$ cat config.mk
export PLATFORM = sky130hd
export DESIGN_NAME = rbmd_scan
export DESIGN_NICKNAME = d
export VERILOG_FILES = /design/src/rtl/core/rbmd_pkg.sv /design/src/rtl/core/rbmd_scan.sv
export SDC_FILE = /design/constraint.sdc
export NUM_CORES = 1
export LEC_CHECK = 0
export BUFFER_PORTS_ARGS = -buffer_cell sky130_fd_sc_hd__buf_2
export CAP_MARGIN = 20
export CORE_MARGIN = 2
export CORE_UTILIZATION = 55
export DETAILED_ROUTE_END_ITERATION = 16
export GPL_TIMING_DRIVEN = 1
export PLACE_DENSITY = 0.78
export SYNTH_ARGS = -nofsm -noshare
export SYNTH_HDL_FRONTEND = slang
export SYNTH_SLANG_ARGS = --single-unit
export TNS_END_PERCENT = 10
$ cat constraint.sdc
create_clock -name clock -period 10.8 [get_ports clock]
set_clock_uncertainty 0.15 [all_clocks]
set_input_delay 1.08 -clock clock [delete_from_list [all_inputs] [get_ports clock]]
set_output_delay 1.08 -clock clock [all_outputs]
set_load 0.02 [all_outputs]
$ cat src/rtl/core/rbmd_pkg.sv
package rbmd_pkg;

   localparam int unsigned MaxOutWidth = 4096;

   localparam int SampleW  = 32;
   localparam int ColW     = 12;
   localparam int RowW     = 16;
   localparam int FactorW  = 9;
   localparam int DimW     = 16;
   localparam int CellCntW = 8;
   localparam int CsrIdxW  = 3;
   localparam int CsrDataW = 32;

   localparam logic [FactorW-1:0] FactorMax = FactorW'(256);

   typedef enum logic [CsrIdxW-1:0] {
      CSR_BLOCK_FACTOR,
      CSR_IN_WIDTH,
      CSR_IN_HEIGHT,
      CSR_NODATA_ENABLE,
      CSR_NODATA_VALUE
   } csr_index_type;

   localparam logic [FactorW-1:0]        BlockFactorReset  = FactorW'(1);
   localparam logic [DimW-1:0]           InWidthReset      = DimW'(4096);
   localparam logic [DimW-1:0]           InHeightReset     = DimW'(4096);
   localparam logic                      NodataEnableReset = 1'b0;
   localparam logic signed [SampleW-1:0] NodataValueReset  = '0;

   // Fixed no-data sentinels in Q23.8: -32767, -32768, -9999 and -99999.
   localparam logic signed [SampleW-1:0] Sentinel0 = -32'sd8388352;
   localparam logic signed [SampleW-1:0] Sentinel1 = -32'sd8388608;
   localparam logic signed [SampleW-1:0] Sentinel2 = -32'sd2559744;
   localparam logic signed [SampleW-1:0] Sentinel3 = -32'sd25599744;

   typedef struct packed {
      logic signed [SampleW-1:0] sample;
      logic                      not_finite;
   } req_type;

   typedef struct packed {
      logic signed [SampleW-1:0] cell_value;
      logic                      cell_has_value;
      logic [ColW-1:0]           cell_column;
      logic [RowW-1:0]           cell_row;
      logic                      last_of_row;
      logic                      last_of_image;
   } rsp_type;

   // Position of one transaction within the raster, from the scan counters.
   typedef struct packed {
      logic            first;
      logic            emit;
      logic            in_range;
      logic            last_of_row;
      logic            last_of_image;
      logic [ColW-1:0] column;
      logic [RowW-1:0] row;
   } scan_info_type;

endpackage

$ cat src/rtl/core/rbmd_scan.sv
module rbmd_scan #(
   parameter int unsigned MAX_OUT_WIDTH = rbmd_pkg::MaxOutWidth
) (
   input  logic                               clock,
   input  logic                               reset,
   input  logic                               step,
   input  logic [rbmd_pkg::FactorW-1:0]       factor,
   input  logic [rbmd_pkg::DimW-1:0]          width,
   input  logic [rbmd_pkg::DimW-1:0]          height,
   output logic [$clog2(MAX_OUT_WIDTH)-1:0]   addr,
   output rbmd_pkg::scan_info_type            info
);
   import rbmd_pkg::*;

   localparam int OcW = $clog2(MAX_OUT_WIDTH + 1);
   localparam int AddrW = $clog2(MAX_OUT_WIDTH);
   localparam logic [OcW-1:0] OcLimit = OcW'(MAX_OUT_WIDTH);
   localparam logic [OcW-1:0] OcLast = OcW'(MAX_OUT_WIDTH - 1);

   logic [DimW-1:0]     pixel_column_ff, pixel_column_in;
   logic [DimW-1:0]     pixel_row_ff, pixel_row_in;
   logic [CellCntW-1:0] column_in_cell_ff, column_in_cell_in;
   logic [CellCntW-1:0] row_in_cell_ff, row_in_cell_in;
   logic [OcW-1:0]      out_column_ff, out_column_in;
   logic [RowW-1:0]     out_row_ff, out_row_in;

   logic row_end, last_pixel_row, image_end, col_end, cell_row_last, cell_row_end;
   logic in_range, lor;

   always_comb begin
      row_end        = ({1'b0, pixel_column_ff} + 17'd1) >= {1'b0, width};
      last_pixel_row = ({1'b0, pixel_row_ff} + 17'd1) >= {1'b0, height};
      image_end      = row_end && last_pixel_row;
      col_end        = row_end || (({1'b0, column_in_cell_ff} + 9'd1) >= factor);
      cell_row_last  = ({1'b0, row_in_cell_ff} + 9'd1) >= factor;
      cell_row_end   = last_pixel_row || cell_row_last;
      in_range       = out_column_ff < OcLimit;
      lor            = row_end || (out_column_ff == OcLast);

      info.first         = (row_in_cell_ff == '0) && (column_in_cell_ff == '0);
      info.emit          = col_end && cell_row_end && in_range;
      info.in_range      = in_range;
      info.last_of_row   = lor;
      info.last_of_image = lor && last_pixel_row;
      info.column        = ColW'(out_column_ff);
      info.row           = out_row_ff;
      addr               = out_column_ff[AddrW-1:0];
   end

   always_comb begin
      pixel_column_in   = pixel_column_ff;
      pixel_row_in      = pixel_row_ff;
      column_in_cell_in = column_in_cell_ff;
      row_in_cell_in    = row_in_cell_ff;
      out_column_in     = out_column_ff;
      out_row_in        = out_row_ff;
      if (step) begin
         if (row_end) begin
            pixel_column_in   = '0;
            column_in_cell_in = '0;
            out_column_in     = '0;
            if (image_end) begin
               pixel_row_in   = '0;
               row_in_cell_in = '0;
               out_row_in     = '0;
            end else if (cell_row_last) begin
               row_in_cell_in = '0;
               out_row_in     = out_row_ff + RowW'(1);
               pixel_row_in   = pixel_row_ff + DimW'(1);
            end else begin
               row_in_cell_in = row_in_cell_ff + CellCntW'(1);
               pixel_row_in   = pixel_row_ff + DimW'(1);
            end
         end else begin
            pixel_column_in = pixel_column_ff + DimW'(1);
            if (({1'b0, column_in_cell_ff} + 9'd1) >= factor) begin
               column_in_cell_in = '0;
               if (in_range) begin
                  out_column_in = out_column_ff + OcW'(1);
               end
            end else begin
               column_in_cell_in = column_in_cell_ff + CellCntW'(1);
            end
         end
      end
   end

   always_ff @(posedge clock) begin
      if (reset) begin
         pixel_column_ff   <= '0;
         pixel_row_ff      <= '0;
         column_in_cell_ff <= '0;
         row_in_cell_ff    <= '0;
         out_column_ff     <= '0;
         out_row_ff        <= '0;
      end else begin
         pixel_column_ff   <= pixel_column_in;
         pixel_row_ff      <= pixel_row_in;
         column_in_cell_ff <= column_in_cell_in;
         row_in_cell_ff    <= row_in_cell_in;
         out_column_ff     <= out_column_in;
         out_row_ff        <= out_row_in;
      end
   end

endmodule

==> impl_metrics.toml <==
[status]
status = "complete, no violations"

[routing]
highest_layer = "met4"
route.met2.wl_microns = 6427
drc = 0
avgRoutedWirePerCell_microns = 14.86
vias = 5189
ant_nets = 0
post_drt_via_cell_ratio = 5.903
route.layer.met1.wl_microns = 5673
drt_iter0_markers = 371
dr.pass1.iters = 6
dr_wl_met3_microns = 708
wl_microns = 13060

[critical_path]
crit_family = "simple AND/OR/NAND/NOR gates"
worst-setup-path-type = "reg2out"
crit_path_cell_trace = "and3_1, and3_2, nand3_1, nor2_1, nand3_1, xnor2_1, ha_1, nand3_1, or3_1, o31ai_2, nor2_1, buf_4, o21ai_0, and2_1, buf_2"
crit_fanout = 14
cp_slowest_cell = "o31ai_2"
timing.critical_path.mode_cell = "nand3_1"
cp_num_buf_inv = 2
start_kind = "flip-flop"
cp.arrival_ns = 4.47
slowest_delay_ns = 0.76
end_kind = "primary output"
required_ns = 9.57

[logic_synthesis]
synth-seq-cells = 77
yosysWarnings = 0
synth_edf_count = 0
synth_fa_ha_area_share_pct = 13.06
yosys.area_share.simple_pct = 23.19
synth_top_flop_cell = "dfxtp_1"
yosysUniqueCellTypes = 71
async_flop_share_pct = 0
synth-compound-area-share_pct = 19.46
synth_top_family_by_area = "simple AND/OR/NAND/NOR gates"
syn-num-nets = 786
synthMuxAreaShare_pct = 0.3603
synthesis.area_sq_mm = 0.005557
ys_seq_area_share_pct = 27.74
synth_xor_area_share_pct = 7.251
synthCells = 684
synth.avg_cell_area_sq_um = 8.124

[sta]
setup_viol = 0
max_freq_mhz = 175.3
finalSetupTns_ns = 0
post-route-period-util_pct = 52.81
finalCriticalPeriod_ns = 5.703
rsz0062_at_grt = "false"
max_slew_margin_pct = 36.68
finalHoldViolations = 0
holdWs_ns = 0.3282
drv_slew = 0
tightest_slew_ns = 0.9498

[cells_and_area]
layout_common_cells = "buf_2 (88), dfxtp_1 (77), ha_1 (58)"
n_antenna_cell = 0
drive_gt1_share_pct = 17.56
design_area_sq_mm = 0.006096
synthToLayoutAreaGrowth_pct = 9.705
final_net_count = 843
layout_commonest_cell = "buf_2"

[power]
power_density_mw_per_mm2 = 90.93
vdd_ir_drop_max_v = 0.00005096
leakage_nw = 2.695

[clock_network]
numCtsBuffers = 9
clkSinkCount = 77
clkLatencyLatePin_ns = 0.35
cts_tree = "yes"
cts_hold_buf = 0
post_cts_buffers = 0
cts.path.max_buffers = 2
clk_pin_slew_ns = 0.08
cts_htree_levels = 3
cts_resized = 0
clock-root-buffer = "clkbuf_8"

[global_routing]
groute.usage.overall_pct = 24.31
grt_max_degree = 39
grt_first_pass_wirelength_microns = 22240
grt_pass1_vias = 4974
antenna_found_initial = 0
grt_overflow_total = 0

[placement]
dpl.hpwl_microns = 9900
place_area_sq_mm = 0.005896
globalplace.congestion = 0.8468
io_buffer_count = 88

[floorplan]
ios = 89
die_area_sq_mm = 0.01092
coreArea_sq_mm = 0.009774
start_util_pct = 56.85
die_x_microns = 104.5
num_rows = 36
die_y_microns = 104.5

[flow_run]
drv_cap = 0

[worst_hold_path]
hold_path_class = "reg2reg"
-- per-layer routing --
| layer | GRT usage (%) | up-vias |
|---|---|---|
| met2 | 44.40 | 170 |
| met4 | 7.625 | 0 |
| met1 | 28.80 | 2433 |
| met3 | 4.073 | 22 |
| met5 | 0 | - |
| li1 | - | 2564 |
-- cell usage after synthesis (6+ instances only) --
cell       n  area share [%]
nand2_1   52             3.5
nor2_1    43             2.9
nor3_1    13             1.2
clkbuf_1  10            0.68
o211ai_1   6            0.81
nand2b_1   6            0.68
xnor2_1   27             4.3
dfxtp_1   77              28
o21ai_0   30             2.7
ha_1      58              13
buf_4     27             3.6
inv_1     54             3.6
xor2_1    19             3.0
nand4_1   14             1.6
nand3_1   54             4.9
or3_1     11             1.2
a32o_1    17             3.1
a22o_1     7             1.1
a21oi_1   45             4.1
and3_1    15             1.7
-- cell families after synthesis --
logic type               after synthesis
AO/OA/AOI/OAI                        155
adder cells (fa/ha/maj)               58
flip-flops                            77
XOR/XNOR                              46
AND/OR/NAND/NOR                      246
multiplexers                           2
buffers and inverters                100
-- registers in the layout, summed over array words and instances, names as in the netlist --
register           cells
out_column_ff         13
out_row_ff            16
pixel_row_ff          16
pixel_column_ff       16
row_in_cell_ff         8
column_in_cell_ff      8
-- worst register-to-register path, delay by kind of cell (launching register included) --
family / cells / cell delay [ns]
AOI/OAI and AO/OA: 3 / 1.43
DFF: 1 / 0.41
xor gates and xnor gates: 1 / 0.15
adders and majority gates: 1 / 0.30
and+or+nand+nor: 8 / 2.32
-- area by class of cell --
cell class | instances | area, sq um
tap | 133 | 166.4
sequential | 77 | 1541
inverter | 55 | 206.4
multi-input combinational | 507 | 3518
fill | 861 | 3679
clock inverter | 6 | 62.56
timing repair buffer | 91 | 462.9
clock buffer | 10 | 137.6
-- through the flow --
stage / util [%] / setup WS (ns) / power (mW) / cells
after floorplan: - / 5.963 / 0.3219 / 684
after global placement: 60.32 / 5.726 / 0.3363 / 863
after detailed placement: 60.32 / 5.596 / 0.3390 / 863
after CTS: 62.37 / 5.175 / 0.5583 / 879
after global routing: 62.37 / 4.889 / 0.5772 / 879
final: 62.37 / 5.097 / 0.5543 / 879
-- power by group --
part           leakage [nW]  total, mW  switching, mW  internal [mW]
logic                  1.97     0.0454         0.0275         0.0179
clock network         0.106      0.222          0.109          0.113
registers             0.621      0.287        0.00187          0.285
-- final timing paths --
path | from | endpoint | slack [ns] | depth (start not counted)
hold / removal | out_row_ff[15] | out_row_ff[15] | 0.33 | 2
hold reg to reg | out_row_ff[15] | out_row_ff[15] | 0.33 | 2
setup / recovery | pixel_column_ff[2] | info[28] | 5.10 | 15
setup reg to reg | pixel_column_ff[2] | out_row_ff[15] | 5.97 | 13
No activity file was read; power rests on OpenSTA's default activity.
